$ cat src/rtl/imufdf_pkg.sv
// ----------------------------------------------------------------------------
// imufdf_pkg
// shared constants, register indexes and handoff types of the imu deframer
// ----------------------------------------------------------------------------
`default_nettype none

package imufdf_pkg;

    // parameter defaults
    localparam int SYNC_ZEROS_DEF = 5;
    localparam int FRAC_BITS_DEF  = 16;

    // frame layout
    localparam int FRAME_LEN  = 22;
    localparam int STORE_LEN  = 18;
    localparam int IDX_W      = 5;
    localparam int ZR_W       = 3;
    localparam int GYRO_LSB   = 10;
    localparam int GYRO_MSB   = 25;
    localparam int ACC_SHIFT  = 2;

    // channel layout: accel a/b/c then gyro x/y/z
    localparam int NCH        = 6;
    localparam int NACC       = 3;
    localparam int SMP_W      = 17;
    localparam int STATE_W    = 32;
    localparam int OFF_W      = 16;
    localparam int RATIO_W    = 17;
    localparam int RATIO_FRAC = 16;
    localparam int ROUND_HALF = 32768;
    localparam logic [RATIO_W-1:0] RATIO_ONE = 17'h10000;

    // configuration port
    localparam int CFG_AW = 3;
    localparam int CFG_DW = 17;

    typedef enum logic [CFG_AW-1:0] {
        CFG_ACC_RATIO  = 3'd0,
        CFG_GYRO_RATIO = 3'd1,
        CFG_OFFSET_X   = 3'd2,
        CFG_OFFSET_Y   = 3'd3,
        CFG_OFFSET_Z   = 3'd4,
        CFG_INVERT_GY  = 3'd5
    } t_cfg_idx;

    // decode controls handed to the deframer
    typedef struct packed {
        logic [NACC-1:0][OFF_W-1:0] offset;
        logic                       invert_gy;
    } t_dec_cfg;

    // one finished frame: trailer flag and six decoded samples
    typedef struct packed {
        logic                      dirty;
        logic [NCH-1:0][SMP_W-1:0] smp;
    } t_frame_evt;

endpackage

`default_nettype wire

$ cat src/rtl/imufdf_filt.sv
// ----------------------------------------------------------------------------
// imufdf_filt
// one first-order exponential filter channel with its state register
// ----------------------------------------------------------------------------
`default_nettype none

module imufdf_filt #(
    parameter int FRAC_BITS = imufdf_pkg::FRAC_BITS_DEF
) (
    input  logic                                  i_clk,
    input  logic                                  i_rst_n,
    input  logic                                  i_upd,
    input  logic signed [imufdf_pkg::SMP_W-1:0]   i_sample,
    input  logic [imufdf_pkg::RATIO_W-1:0]        i_ratio,
    output logic signed [imufdf_pkg::STATE_W-1:0] o_next
);
    import imufdf_pkg::*;

    localparam int SHW  = (SMP_W + FRAC_BITS > STATE_W + 1) ? SMP_W + FRAC_BITS : STATE_W + 1;
    localparam int DW   = STATE_W + 1;
    localparam int PW   = DW + RATIO_W + 1;
    localparam logic signed [SHW-1:0] MAXV = {{(SHW - STATE_W + 1){1'b0}}, {(STATE_W - 1){1'b1}}};
    localparam logic signed [SHW-1:0] MINV = {{(SHW - STATE_W + 1){1'b1}}, {(STATE_W - 1){1'b0}}};

    logic signed [STATE_W-1:0] r_state;
    logic signed [SHW-1:0]     sh;
    logic signed [STATE_W-1:0] s;
    logic [RATIO_W-1:0]        r_sat;
    logic signed [DW-1:0]      diff;
    logic signed [PW-1:0]      prod;
    logic signed [PW-1:0]      acc;
    logic signed [PW-1:0]      delta;

    // sample to fixed point, saturated to the state width
    always_comb begin
        sh = SHW'(i_sample) <<< FRAC_BITS;
        if (sh > MAXV) begin
            s = MAXV[STATE_W-1:0];
        end else if (sh < MINV) begin
            s = MINV[STATE_W-1:0];
        end else begin
            s = sh[STATE_W-1:0];
        end
    end

    // old + round((s - old) * r / 2^16); the result stays between old and s
    always_comb begin
        r_sat = (i_ratio > RATIO_ONE) ? RATIO_ONE : i_ratio;
        diff  = DW'(s) - DW'(r_state);
        prod  = PW'(diff) * PW'($signed({1'b0, r_sat}));
        acc   = prod + PW'(ROUND_HALF);
        delta = acc >>> RATIO_FRAC;
        o_next = r_state + delta[STATE_W-1:0];
    end

    always_ff @(posedge i_clk) begin
        if (!i_rst_n) begin
            r_state <= '0;
        end else if (i_upd) begin
            r_state <= o_next;
        end
    end

    a_state_hold: assert property (@(posedge i_clk) disable iff (!i_rst_n)
        !i_upd |=> $stable(r_state))
        else $error("filter state moved without an update");

endmodule

`default_nettype wire

$ cat config.mk
export PLATFORM = sky130hd
export DESIGN_NAME = imufdf_filt
export DESIGN_NICKNAME = d
export VERILOG_FILES = /design/src/rtl/imufdf_pkg.sv /design/src/rtl/imufdf_filt.sv
export SDC_FILE = /design/constraint.sdc
export NUM_CORES = 2
export LEC_CHECK = 0
export ABC_AREA = 1
export BUFFER_PORTS_ARGS = -buffer_cell sky130_fd_sc_hd__buf_2
export CAP_MARGIN = 20
export CELL_PAD_IN_SITES_DETAIL_PLACEMENT = 2
export CELL_PAD_IN_SITES_GLOBAL_PLACEMENT = 2
export CORE_UTILIZATION = 43
export CTS_BUF_LIST = sky130_fd_sc_hd__clkbuf_16
export CTS_CLUSTER_SIZE = 24
export DETAILED_ROUTE_END_ITERATION = 10
export GPL_ROUTABILITY_DRIVEN = 0
export HOLD_SLACK_MARGIN = 0.1
export PLACE_DENSITY_LB_ADDON = 0.15
export SLEW_MARGIN = 40
export SYNTH_ARGS = -nofsm -noshare
export SYNTH_HDL_FRONTEND = slang
export SYNTH_SLANG_ARGS = --single-unit
$ cat constraint.sdc
create_clock -name i_clk -period 13.85 [get_ports i_clk]
set_clock_uncertainty 0.1 [all_clocks]
set_input_delay 0.6925 -clock i_clk [delete_from_list [all_inputs] [get_ports i_clk]]
set_output_delay 0.6925 -clock i_clk [all_outputs]
set_load 0.1 [all_outputs]
; ---- Yosys cells after proc, flatten, opt, wreduce, memory -nomap -nowiden
; Index checks and enable logic that the tools add are counted.
; Widths: inputs -> output; s select.
[totals]
wordCells = 11
register_bits = 32
input_bits = 37
[op_classes]
n_lt_le_gt_ge = 3
addsub = 3
multipliers = 1
muxes = 3
[ops]
columns = cell, count
row1 = $mux 32, 2
row2 = $add 48x17->48 const B, 1
row3 = $mul 33x18->48, 1
row4 = $gt 33x32->1 const B, 1
row5 = $lt 33x32->1 const B, 1
row6 = $sub 32x32->33, 1
row7 = $add 32x32->32, 1
row8 = $gt 17x17->1 const B, 1
row9 = $mux 17, 1

; ---- Longest topological paths before layout
[depth]
depth_word = 7
ltp_mapped = 61
ltp_nobuf = 59

; ---- Worst setup path before layout
; Ideal clock, no wire load.
[synth_path]
path_type = input -> output
from = in i_sample[15] (netlist name)
to = out o_next[30] (netlist name)
slack_ns = 2.521
stages = 47
t_arrival_ns = 10.537
required_ns = 13.057
cell_sequence = buf_6 -> inv_2 -> nor2_4 -> buf_2 -> buf_1 -> nor2_1 -> nor2_1 -> ha_1 -> clkbuf_1 -> a21oi_1 -> o21ai_1 -> inv_1 -> nor3_1 -> a2111oi_0 -> nand3_1 -> nand2_1 -> buf_2 -> nor2_1 -> [11 not listed] -> a21oi_1 -> inv_1 -> a31oi_1 -> o21a_1 -> nand2_1 -> or2_2 -> xor2_1 -> ha_1 -> nand2_1 -> nor2_1 -> nor3b_1 -> nand4_1 -> nand3_1 -> nand2_1 -> o211ai_1 -> a21oi_1 -> o21ai_0 -> xor2_1
[synth_between]
elab_chain_cells = 7
word_cells_on_any_way = 8
classes_between = add/sub (3) / mul (1) / order compare (2) / mux (2)
[synth_lines]
columns = item, line_no
row1 = start: declaration, imufdf_filt.sv:13  ; input logic signed [imufdf_pkg::SMP_W-1:0] i_sample,
row2 = $lt 33x32->1, imufdf_filt.sv:39  ; end else if (sh < MINV) begin
row3 = $mux 32, imufdf_filt.sv:39
row4 = $mux 32 (*), imufdf_filt.sv:37  ; if (sh > MAXV) begin
row5 = $sub 32x32->33 (*), imufdf_filt.sv:49  ; diff = DW'(s) - DW'(r_state);
row6 = $mul 33x18->48 (*), imufdf_filt.sv:50  ; prod = PW'(diff) * PW'($signed({1'b0, r_sat}));
row7 = $add 48x17->48 (*), imufdf_filt.sv:51  ; acc = prod + PW'(ROUND_HALF);
row8 = $add 32x32->32 (*), imufdf_filt.sv:53  ; o_next = r_state + delta[STATE_W-1:0];
row9 = end: declaration, imufdf_filt.sv:15  ; output logic signed [imufdf_pkg::STATE_W-1:0] o_next
; Mark *: on every way between the ends. The rest lies on a longest branch, timed or not.

; ---- Worst setup path in the final report
[layout_path]
from = in i_ratio[8] (netlist name)
to = out o_next[31] (netlist name)
[layout_between]
elab_chain_cells = 5
[layout_lines]
columns = item, line_no
row1 = start: declaration, imufdf_filt.sv:14  ; input logic [imufdf_pkg::RATIO_W-1:0] i_ratio,
row2 = $gt 17x17->1, imufdf_filt.sv:48  ; r_sat = (i_ratio > RATIO_ONE) ? RATIO_ONE : i_ratio;
row3 = $mux 17 (*), imufdf_filt.sv:48
row4 = $mul 33x18->48 (*), imufdf_filt.sv:50
row5 = $add 48x17->48 (*), imufdf_filt.sv:51
row6 = $add 32x32->32 (*), imufdf_filt.sv:53
; Marked as above.

==> run_results.csv <==
group,metric,value,unit
grt,grt_usage,38.3,%
grt,antenna_found_initial,6,
cells_and_area,nNetsFinal,3880,
floorplan,coreArea,55000,um^2
floorplan,fp.dieArea,56500,um^2
worst_setup_path,cpMaxStageDelayCell,"nor4_1",
floorplan,fp.dieW,238,um
worst_setup_path,cpPeakStageDelay,0.72,ns
synthesis,async_flop_share,0,%
synthesis,ys_top_cells_by_count,"inv_1 (771), fa_1 (516), nand2_1 (476), nor2_1 (428), ha_1 (196)",
floorplan,fp.dieH,238,um
synthesis,synth_top_area_share,43.2,%
sta,hold_violations,0,
routing,wl_per_cell,27.1,um
synthesis,syn-num-nets,3849,
clock_tree,cts_made_buffers,5,
clock_tree,post_cts_buffers,0,
worst_setup_path,endpoint_kind,"output port",
worst_setup_path,critPathLaunch,"i_ratio[8]",
routing,vias,21700,
clock_tree,cts.clk_slew.worst_paths,0.05,ns
cells_and_area,fillCellCount,6461,
synthesis,synth-seq-area-share,2.68,%
sta,hold_ws,0.478,ns
synthesis,syn-cell-area,23900,um^2
synthesis,synth_area_leader_cell,"fa_1",
synthesis,synth_edf_count,0,
synthesis,avgSynthCellArea,7.71,um^2
worst_hold_path,worstHoldPathType,"flop to flop",
routing,drtIter0Drc,1189,
routing,drc_errors,0,
worst_setup_path,r2r_start,"r_state[1]$_SDFFE_PN0P_",
worst_setup_path,worst_path_most_repeated_cell,"nand2_1",
grt,grt_overflow,0,
placement,hpwl,91100,um
grt,grt_max_degree,44,
cells_and_area,syn2layout_area_growth,5.78,%
worst_setup_path,cp-start-kind,"input pin",
run,max_cap_violations,0,
sta,worst_slew_pin_slew,0.861,ns
cells_and_area,utilization,46.0,%
grt,first_global_vias,26200,
floorplan,rows,86,
worst_setup_path,critPathKind,"input pin to output port",
cells_and_area,regMostFlops,"r_state",
sta,fin_crit,12.91,ns
clock_tree,clk_latency,0.29,ns
worst_setup_path,cp_max_fo,17,
cells_and_area,seq_area,641,um^2
synthesis,synthDistinctLibCells,59,
sta,rsz0062_at_grt,"no",
routing,dr.pass1.iters,5,
cells_and_area,multi_input_area,19900,um^2
sta,setup_violations,0,
clock_tree,htreeDepth,2,
sta,max_slew_margin,42.6,%
routing,ant_nets,0,
sta,max_freq,77.5,MHz
synthesis,ys.flop_type,"dfxtp_1",
clock_tree,cts.sinks,32,
clock_tree,postCtsResizedCells,0,
synthesis,synthTopCellsByArea,"fa_1 (43%), inv_1 (12%), ha_1 (10%)",
clock_tree,cts-root-buf,"clkbuf_16",
sta,tns,0,ns
grt,grt_pass1_wl,160000,um
routing,wl,105000,um
synthesis,syn_inst,3100,
clock_tree,cts_hold_buf,0,
worst_setup_path,cp.arrival,12.12,ns
routing,viasPerCell,5.58,
status,outcome,"finished, final reports clean",
cells_and_area,reg_top3,"r_state (32)",
synthesis,yosys_warnings,0,
clock_tree,cts_tree,"yes",
synthesis,synth-seq-cells,32,
worst_setup_path,required,13.06,ns
worst_setup_path,worst-r2r-cell-count,51,
cells_and_area,drive_above_1_share,7.18,%
sta,drv_slew,0,
synthesis,yosysMostFrequentCell,"inv_1",
worst_hold_path,min_from,"r_state[0]$_SDFFE_PN0P_",
worst_hold_path,min_delay_path_depth,2,
placement,port_buffers,68,
clock_tree,cts.path.max_buffers,2,
floorplan,top_level_ports,69,
cells_and_area,largest_reg_flops,32,
sta,finalCritPeriodShare,93.2,%
floorplan,start_util,43.5,%
==> kinds of logic after synthesis <==
group                    after synthesis  share of synthesized area, %
flip-flops                            32                          2.68
AND/OR/NAND/NOR                     1091                          18.7
adder cells (fa/ha/maj)              712                          53.5
AO/OA/AOI/OAI                        295                          7.31
buffers and inverters                878                          14.2
XOR/XNOR                              92                          3.65
==> metal layers <==
layer / up-vias / global-route usage, % / part of all wire, %
li1: 9207 / - / -
met1: 11300 / 45.6 / 38
met2: 825 / 67.3 / 50
met3: 305 / 5.96 / 6.6
met4: 10 / 18.1 / 5.2
met5: - / 0 / 0.054
==> layout make-up <==
| class | instances | share of cell area [%] |
|---|---|---|
| Antenna cell | 2 | 0.0198 |
| Inverter | 794 | 11.8 |
| Sequential cell | 32 | 2.53 |
| Clock buffer | 5 | 0.495 |
| Clock inverter | 3 | 0.153 |
| Timing Repair Buffer | 108 | 2.53 |
| Tap cell | 748 | 3.70 |
| Multi-Input combinational cell | 2190 | 78.8 |
==> placed cells by master, fill, tap and decap left out, types with 6 or more instances in the layout <==
master,n
inv_1,770
a21oi_1,146
xor2_1,55
nand2_1,476
inv_2,16
o21a_1,12
nand2_2,14
a31oi_1,10
clkinv_1,9
nor2_1,428
or2_2,12
nor4_1,8
buf_4,40
o21ai_0,77
nor3_1,22
dfxtp_1,32
ha_1,196
nor2_2,39
nand3_1,67
xor2_2,6
nand4_1,15
fa_1,516
buf_2,68
xnor2_1,27
==> metrics by stage <==
step / cell area (um^2) / cells / worst slack, ns
after floorplan: 23900 / 3100 / 2.52
after global placement: 25100 / 3872 / 1.49
after detailed placement: 25100 / 3872 / 1.18
after CTS: 25300 / 3880 / 1.12
after global routing: 25300 / 3880 / 0.370
final: 25300 / 3882 / 0.941
==> worst paths after layout <==
check / to / slack, ns
worst max-delay path: o_next[31] / 0.94
worst min-delay path: r_state[0]$_SDFFE_PN0P_ / 0.48
worst max register to register: r_state[31]$_SDFFE_PN0P_ / 2.68
worst min register to register: r_state[0]$_SDFFE_PN0P_ / 0.48
==> critical path: cells and delay by family <==
family	cells	cell delay, ns
adders and majority gates	8	4.12
and+or+nand+nor	13	2.73
AOI/OAI and AO/OA	10	2.26
buffers and inverters	9	2.03
xor gates and xnor gates	1	0.23
Power is not shown: default switching activity piles up to over one toggle a cycle in this logic, so the estimate is an artifact.
