[config.mk]
export PLATFORM = sky130hd
export DESIGN_NAME = imufdf_deframe
export DESIGN_NICKNAME = d
export VERILOG_FILES = /design/src/rtl/imufdf_pkg.sv /design/src/rtl/imufdf_deframe.sv
export SDC_FILE = /design/constraint.sdc
export NUM_CORES = 1
export LEC_CHECK = 0
export BUFFER_PORTS_ARGS = -buffer_cell sky130_fd_sc_hd__buf_2
export CELL_PAD_IN_SITES_DETAIL_PLACEMENT = 2
export CELL_PAD_IN_SITES_GLOBAL_PLACEMENT = 2
export CORE_MARGIN = 1
export CORE_UTILIZATION = 38
export DETAILED_ROUTE_END_ITERATION = 10
export GPL_TIMING_DRIVEN = 0
export PLACE_DENSITY_LB_ADDON = 0.08
export SETUP_SLACK_MARGIN = 0.1
export SLEW_MARGIN = 40
export SYNTH_ARGS = -nofsm -noshare
export SYNTH_HDL_FRONTEND = slang
export SYNTH_SLANG_ARGS = --single-unit
export TNS_END_PERCENT = 1
[constraint.sdc]
create_clock -name i_clk -period 8.5 [get_ports i_clk]
set_input_delay 1.7 -clock i_clk [delete_from_list [all_inputs] [get_ports i_clk]]
set_output_delay 1.7 -clock i_clk [all_outputs]
set_load 0.1 [all_outputs]
[src/rtl/imufdf_pkg.sv]
// ----------------------------------------------------------------------------
// imufdf_pkg
// shared constants, register indexes and handoff types of the imu deframer
// ----------------------------------------------------------------------------
`default_nettype none

package imufdf_pkg;

    // parameter defaults
    localparam int SYNC_ZEROS_DEF = 5;
    localparam int FRAC_BITS_DEF  = 16;

    // frame layout
    localparam int FRAME_LEN  = 22;
    localparam int STORE_LEN  = 18;
    localparam int IDX_W      = 5;
    localparam int ZR_W       = 3;
    localparam int GYRO_LSB   = 10;
    localparam int GYRO_MSB   = 25;
    localparam int ACC_SHIFT  = 2;

    // channel layout: accel a/b/c then gyro x/y/z
    localparam int NCH        = 6;
    localparam int NACC       = 3;
    localparam int SMP_W      = 17;
    localparam int STATE_W    = 32;
    localparam int OFF_W      = 16;
    localparam int RATIO_W    = 17;
    localparam int RATIO_FRAC = 16;
    localparam int ROUND_HALF = 32768;
    localparam logic [RATIO_W-1:0] RATIO_ONE = 17'h10000;

    // configuration port
    localparam int CFG_AW = 3;
    localparam int CFG_DW = 17;

    typedef enum logic [CFG_AW-1:0] {
        CFG_ACC_RATIO  = 3'd0,
        CFG_GYRO_RATIO = 3'd1,
        CFG_OFFSET_X   = 3'd2,
        CFG_OFFSET_Y   = 3'd3,
        CFG_OFFSET_Z   = 3'd4,
        CFG_INVERT_GY  = 3'd5
    } t_cfg_idx;

    // decode controls handed to the deframer
    typedef struct packed {
        logic [NACC-1:0][OFF_W-1:0] offset;
        logic                       invert_gy;
    } t_dec_cfg;

    // one finished frame: trailer flag and six decoded samples
    typedef struct packed {
        logic                      dirty;
        logic [NCH-1:0][SMP_W-1:0] smp;
    } t_frame_evt;

endpackage

`default_nettype wire

[src/rtl/imufdf_deframe.sv]
// ----------------------------------------------------------------------------
// imufdf_deframe
// sync hunt, frame capture, trailer check and sample decode
// ----------------------------------------------------------------------------
`default_nettype none

module imufdf_deframe #(
    parameter int SYNC_ZEROS = imufdf_pkg::SYNC_ZEROS_DEF
) (
    input  logic                   i_clk,
    input  logic                   i_rst_n,
    input  logic                   i_valid,
    input  logic [7:0]             i_byte,
    input  imufdf_pkg::t_dec_cfg   i_cfg,
    input  logic                   i_take,
    output logic                   o_ready,
    output logic                   o_evt_valid,
    output imufdf_pkg::t_frame_evt o_evt
);
    import imufdf_pkg::*;

    logic             r_in_frame, n_in_frame;
    logic [ZR_W-1:0]  r_zr, n_zr;
    logic [IDX_W-1:0] r_idx, n_idx;
    logic             r_clean, n_clean;
    logic [7:0]       r_store [STORE_LEN];
    logic             r_evt_valid;
    t_frame_evt       r_evt, n_evt;
    logic             fire;
    logic             evt_dirty;
    logic [ZR_W-1:0]  zr_cnt;

    assign o_ready     = !r_evt_valid || i_take;
    assign o_evt_valid = r_evt_valid;
    assign o_evt       = r_evt;

    // hunt / capture control
    always_comb begin
        n_in_frame = r_in_frame;
        n_zr       = r_zr;
        n_idx      = r_idx;
        n_clean    = r_clean;
        fire       = 1'b0;
        zr_cnt     = r_zr;
        evt_dirty  = 1'b0;
        if (i_valid) begin
            if (!r_in_frame) begin
                if (i_byte != 8'd0) begin
                    zr_cnt = '0;
                end else if (r_zr != '1) begin
                    zr_cnt = r_zr + 1'b1;
                end
                if (zr_cnt >= ZR_W'(SYNC_ZEROS)) begin
                    n_in_frame = 1'b1;
                    n_zr       = '0;
                    n_idx      = '0;
                    n_clean    = 1'b1;
                end else begin
                    n_zr = zr_cnt;
                end
            end else if (r_idx == IDX_W'(FRAME_LEN - 1)) begin
                fire      = 1'b1;
                evt_dirty = !r_clean || (i_byte != 8'd0);
                n_idx     = '0;
                n_clean   = 1'b1;
                if (evt_dirty) begin
                    n_in_frame = 1'b0;
                    n_zr       = '0;
                end
            end else begin
                n_idx = r_idx + 1'b1;
                if (r_idx >= IDX_W'(STORE_LEN) && i_byte != 8'd0) begin
                    n_clean = 1'b0;
                end
            end
        end
    end

    // sample decode from the captured bytes
    always_comb begin
        logic [31:0]      gw;
        logic [15:0]      g16;
        logic [SMP_W-1:0] gext;
        logic [SMP_W-1:0] aw;
        gw   = '0;
        g16  = '0;
        gext = '0;
        aw   = '0;
        n_evt.dirty = evt_dirty;
        n_evt.smp   = '0;
        for (int k = 0; k < NACC; k++) begin
            aw = {1'b0, r_store[12 + 2*k], r_store[13 + 2*k]} - {1'b0, i_cfg.offset[k]};
            n_evt.smp[k] = SMP_W'($signed(aw) >>> ACC_SHIFT);
        end
        for (int k = 0; k < NCH - NACC; k++) begin
            gw   = {r_store[4*k], r_store[4*k + 1], r_store[4*k + 2], r_store[4*k + 3]};
            g16  = gw[GYRO_MSB:GYRO_LSB];
            gext = {g16[15], g16};
            // y gyro may be negated; full-scale negative becomes +32768
            if (k == 1 && i_cfg.invert_gy) begin
                gext = -gext;
            end
            n_evt.smp[NACC + k] = gext;
        end
    end

    always_ff @(posedge i_clk) begin
        if (!i_rst_n) begin
            r_in_frame  <= 1'b0;
            r_zr        <= '0;
            r_idx       <= '0;
            r_clean     <= 1'b1;
            r_evt_valid <= 1'b0;
        end else begin
            r_in_frame <= n_in_frame;
            r_zr       <= n_zr;
            r_idx      <= n_idx;
            r_clean    <= n_clean;
            if (fire) begin
                r_evt_valid <= 1'b1;
            end else if (i_take) begin
                r_evt_valid <= 1'b0;
            end
        end
    end

    always_ff @(posedge i_clk) begin
        if (i_valid && r_in_frame && r_idx < IDX_W'(STORE_LEN)) begin
            r_store[r_idx] <= i_byte;
        end
        if (fire) begin
            r_evt <= n_evt;
        end
    end

    a_hunt_idx_zero: assert property (@(posedge i_clk) disable iff (!i_rst_n)
        !r_in_frame |-> r_idx == '0)
        else $error("byte index nonzero while hunting");

    a_evt_held: assert property (@(posedge i_clk) disable iff (!i_rst_n)
        (r_evt_valid && !i_take) |=> (r_evt_valid && $stable(r_evt)))
        else $error("pending frame event lost or changed");

endmodule

`default_nettype wire

## After elaboration in Yosys (flattened, before gate mapping)

Memories as Yosys holds them, arrays and structs flattened. A register that Yosys moved wholly into a read port is not among the register bits.
Cells that the tools add are included.

- Bits in registers: 74
- Bits in latches: 0
- RAM bits: 144
- ROM bits: 0
- Input bits: 61
- Output and inout bits: 105
- Word-level logic and storage cells: 66
- Memories: 1

Memory list:

| name | words | width | read ports | clocked after Yosys merged registers in | wr ports | line | source |
|---|---|---|---|---|---|---|---|
| r_store | 18 | 8 | 15 | 6 | 1 | imufdf_deframe.sv:26 | `logic [7:0] r_store [STORE_LEN];` |

- Add/sub/neg operators: 6
- Multipliers: 0
- Div/mod/pow operators: 0
- Magnitude comparators: 3
- Equal/unequal tests: 5
- Shift-type cells: 0
- Multiplexer cells: 27
- Bitwise logic cells: 0
- Reductions and logical operators: 14

Operators by type and width:

| kind | number |
|---|---|
| 16-bit by 16-bit subtractor with 17-bit output | 3 |
| 3-bit two-way mux | 8 |
| 17-bit two-way mux | 1 |
| 17-bit negation | 1 |
| 1-bit two-way mux | 15 |
| 5-bit two-way mux | 3 |
| 3-bit AND reduction | 3 |
| 8-bit nonzero test | 1 |
| 5-bit by 1-bit adder with 5-bit output, second input constant | 1 |
| 5-bit equality test, second input constant | 1 |
| 5-bit greater-or-equal comparator, second input constant | 1 |
| 5-bit < comparator, second input constant | 1 |
| 2-bit by 1-bit != test with 1-bit output, second input constant | 2 |
| 2-bit nonzero test | 2 |
| 3-bit by 1-bit adder with 3-bit output, second input constant | 1 |
| 3-bit greater-or-equal comparator, second input constant | 1 |
| 1-bit logical AND | 3 |
| 3-bit by 1-bit != test with 1-bit output, second input constant | 1 |
| 3-bit != test, second input constant | 1 |
| 1-bit zero test | 2 |
| 1-bit logical OR | 2 |
| 2-bit AND reduction | 1 |

## Depth between registers and ports, before layout

- Depth after elaboration: 8
- Gate-level depth with buffers: 10
- Depth with buffers taken out: 10

## Least setup slack after synthesis

Ideal clock, no wire load.

- Path kind: in2reg
- From: in i_valid
- To: reg r_evt, in the netlist o_evt[0], enable pin
- Setup time: 0.551 ns
- Arrival time: 6.097 ns
- Data required time: 7.949 ns
- Path slack: 1.852 ns
- Stages: 3
- Path buffers: 1
- Cells stage by stage: clkbuf_1 -> nand3_1 -> nor2_1

- Word-level cells in the longest chain between the ends: 1

Ends and longest elaborated chain:

| what | line | source |
|---|---|---|
| start: declaration | imufdf_deframe.sv:12 | `input logic i_valid,` |
| 1-bit two-way mux | imufdf_deframe.sv:46 | `if (i_valid) begin` |
| named net fire | imufdf_deframe.sv:29 | `logic fire;` |
| end signal: assignment | imufdf_deframe.sv:132 | `r_evt <= n_evt;` |
| end: declaration | imufdf_deframe.sv:28 | `t_frame_evt r_evt, n_evt;` |

The timed path passes the listed nets, and every way through them passes these cells.
A chain may end at the register's enable or synchronous reset.

## Worst setup path in the final report

- From: in i_take
- To: out o_ready

- Word-level cells in the longest chain between the ends: 1

Ends and longest elaborated chain:

| what | line | source |
|---|---|---|
| start: declaration | imufdf_deframe.sv:15 | `input logic i_take,` |
| 1-bit logical OR | imufdf_deframe.sv:33 | `assign o_ready = !r_evt_valid \|\| i_take;` |
| end: declaration | imufdf_deframe.sv:16 | `output logic o_ready,` |

Every way passes these cells.

==> metrics <==
status finished clean; post-synthesis net count 727; Core ar. 22570 um2; cell mode on critical path buf_2; layout cells sized above 1 0.2633; CP Class input pin to output port; DRC 0; Antenna Nets Post-Route 0; Worst-Margin Slew 0.8330 ns; clock-pin slew on the worst setup and hold paths 0.06 ns; ys flop type edfxtp_1; slowest CP cell buf_2; Min Clock Period, post-route 3.982 ns; stages on the worst setup path 4; CP top delay family buffers and inverters; Critical R2R Launch r_store[15][3]; power per cell area 198.4 nW/um2; static leakage 0.004187 uW; Synth area leaders edfxtp_1 (66%), ha_1 (7.3%), xnor2_1 (4.4%); Root Buffer clkbuf_16; Max Cap Viol 0; Die Span Y 153.5 um; syn_area_per_cell 14.18 um2; Die ar. 23570 um2; Worst setup SP type input pin; vias in the first global route 6338; Ys Warns 0; Post-CTS Resized 0; post-route cell area 10750 um2; CTS Buffer Depth 3; largest area contributor in the netlist edfxtp_1; CP required 6.80 ns; Area growth, synth to finish 23.24%; Layout Nets 921; CTS buffer count 23; dpl cell area 10060 um2; cells after synthesis 615; Critical Path AT 2.28 ns; H-tree levels 1; first-pass GRT wire length 35540 um; drt first-iter violations 223; PortBufs 163; initial antenna violation count 0; final setup fails 0; clock latency on the worst-skew pair 0.50 ns; CTS sink count 202; clock tree from TritonCTS built; vias 5567; number of flops mapped to enable cells by yosys 191; row cnt 55; crit end category output port; Setup Buffers After CTS 0; Pins Over Slew Limit 0; cells along the critical path buf_2 > nor2b_1 > inv_1 > buf_2; Yosys reg bits 202; peak supply drop 0.1316 mV; Post-synth ARST share 0; commonest cells after routing, fill and taps aside edfxtp_1 (191), buf_2 (163), inv_1 (61); Final Power 2133 uW; dpl hpwl 16480 um; WL final 22940 um; CP Capture Point o_ready; Slew Limit Headroom 0.4417; Buffers & Inverters on Critical Path 3; TritonRoute pass-1 iters 4; Synth cell types 49; CP max FO 2; Final GP Congestion 0.8018; Yosys top cell area share 0.6575; WL per Instance 20.69 um; critical path launch point i_take; drt via density 5.020; largest net degree at the start of global routing 21; I/O pins 166; Tcrit/Tclk final 0.4685; cts hold-fix bufs 0; Max Freq 0.2511 GHz; count of final hold-check violations 0; HP Class flip-flop to flip-flop; RSZ-0062 raised after global routing false; capture point of the worst reg-to-reg path o_evt[29]; Layout Skew 0.01072 ns; Overflow after GRT 0; slowest cell delay on critical path 0.29 ns; length in cells of the worst reg-to-reg path 9; post-synthesis sequential area ratio 0.6827; Reg2Reg Setup Slack 5.62 ns; synthesized area 8723 um2; total track usage 0.1976; initial core utilization 0.3865; Die X-Extent 153.5 um; most common cell after layout, fill and taps aside edfxtp_1; Hold WS 0.4199 ns; ant diodes 0
## Yosys cell counts (all sizes together) (10+ instances only)
library cell,number
a21oi,31
dfxtp,11
edfxtp,191
ha,51
inv,61
nand2,24
nand2b,10
nand3,14
nor2,47
nor2b,13
o21ai,22
xnor2,44
## registers in the layout, summed over array words and instances, names as in the netlist
signal	cells
r_clean	1
o_evt	95
o_evt_valid	1
r_idx	5
r_store	96
r_zr	3
r_in_frame	1
## worst register-to-register path, stage by stage, from the launching register on
cell and delay (ns):
edfxtp_1 0.37, ha_1 0.34, a21o_1 0.22, a21oi_1 0.17
o21ai_0 0.24, a21oi_1 0.36, o21ai_0 0.22, a31oi_1 0.40
o21bai_1 0.14, xor2_1 0.15
## cell type report
class / count / area [um2]
Fill cell: 2269 / 11820
Sequential cell: 202 / 5956
Multi-Input combinational cell: 339 / 2472
Timing Repair Buffer: 169 / 968.4
Clock buffer: 32 / 619.3
Tap cell: 285 / 356.6
Inverter: 61 / 229.0
Buffer: 13 / 78.83
Clock inverter: 8 / 70.07
## routing by layer
layer  global-route usage  share of wire
met1               0.2386           0.41
met2               0.3593           0.52
met3              0.03298          0.044
met4              0.06048          0.025
met5                    0              0
## through the flow
stage               setup slack, ns  TNS [ns]  utilization  cells
floorplan                     1.852         0            -    615
global placement            -0.4002    -37.71       0.4384   1063
detailed placement            4.175         0       0.4457   1069
CTS                           4.503         0       0.4763   1109
global route                  4.442         0       0.4763   1109
finish                        4.518         0       0.4763   1109
## where the power goes
group / total (uW) / internal [uW] / switching (uW)
clock network: 919 / 539 / 381
logic: 123 / 49.6 / 73.7
registers: 1090 / 1090 / 0.576
total: 2130 / 1680 / 455
## logic make-up after synthesis
group                    share of synthesized area
AO/OA/AOI/OAI                              0.07416
XOR/XNOR                                   0.05321
buffers and inverters                      0.03528
AND/OR/NAND/NOR                            0.07917
adder cells (fa/ha/maj)                    0.07315
multiplexers                              0.002295
flip-flops                                  0.6827
## worst min-delay path by stage
stage	end	startpoint	cells past startpoint	slack, ns
finish	o_evt[66]	r_store[0][1]	0	0.42
global route	o_evt[66]	r_store[0][1]	0	0.42
CTS	o_evt[66]	r_store[0][1]	0	0.42
detailed placement	o_evt[66]	r_store[0][1]	0	0.41
global placement	o_evt[65]	r_store[0][0]	0	0.40
floorplan	o_evt[100]	r_store[8][1]	0	0.40
Note: power is estimated with default switching activity, not from simulation.
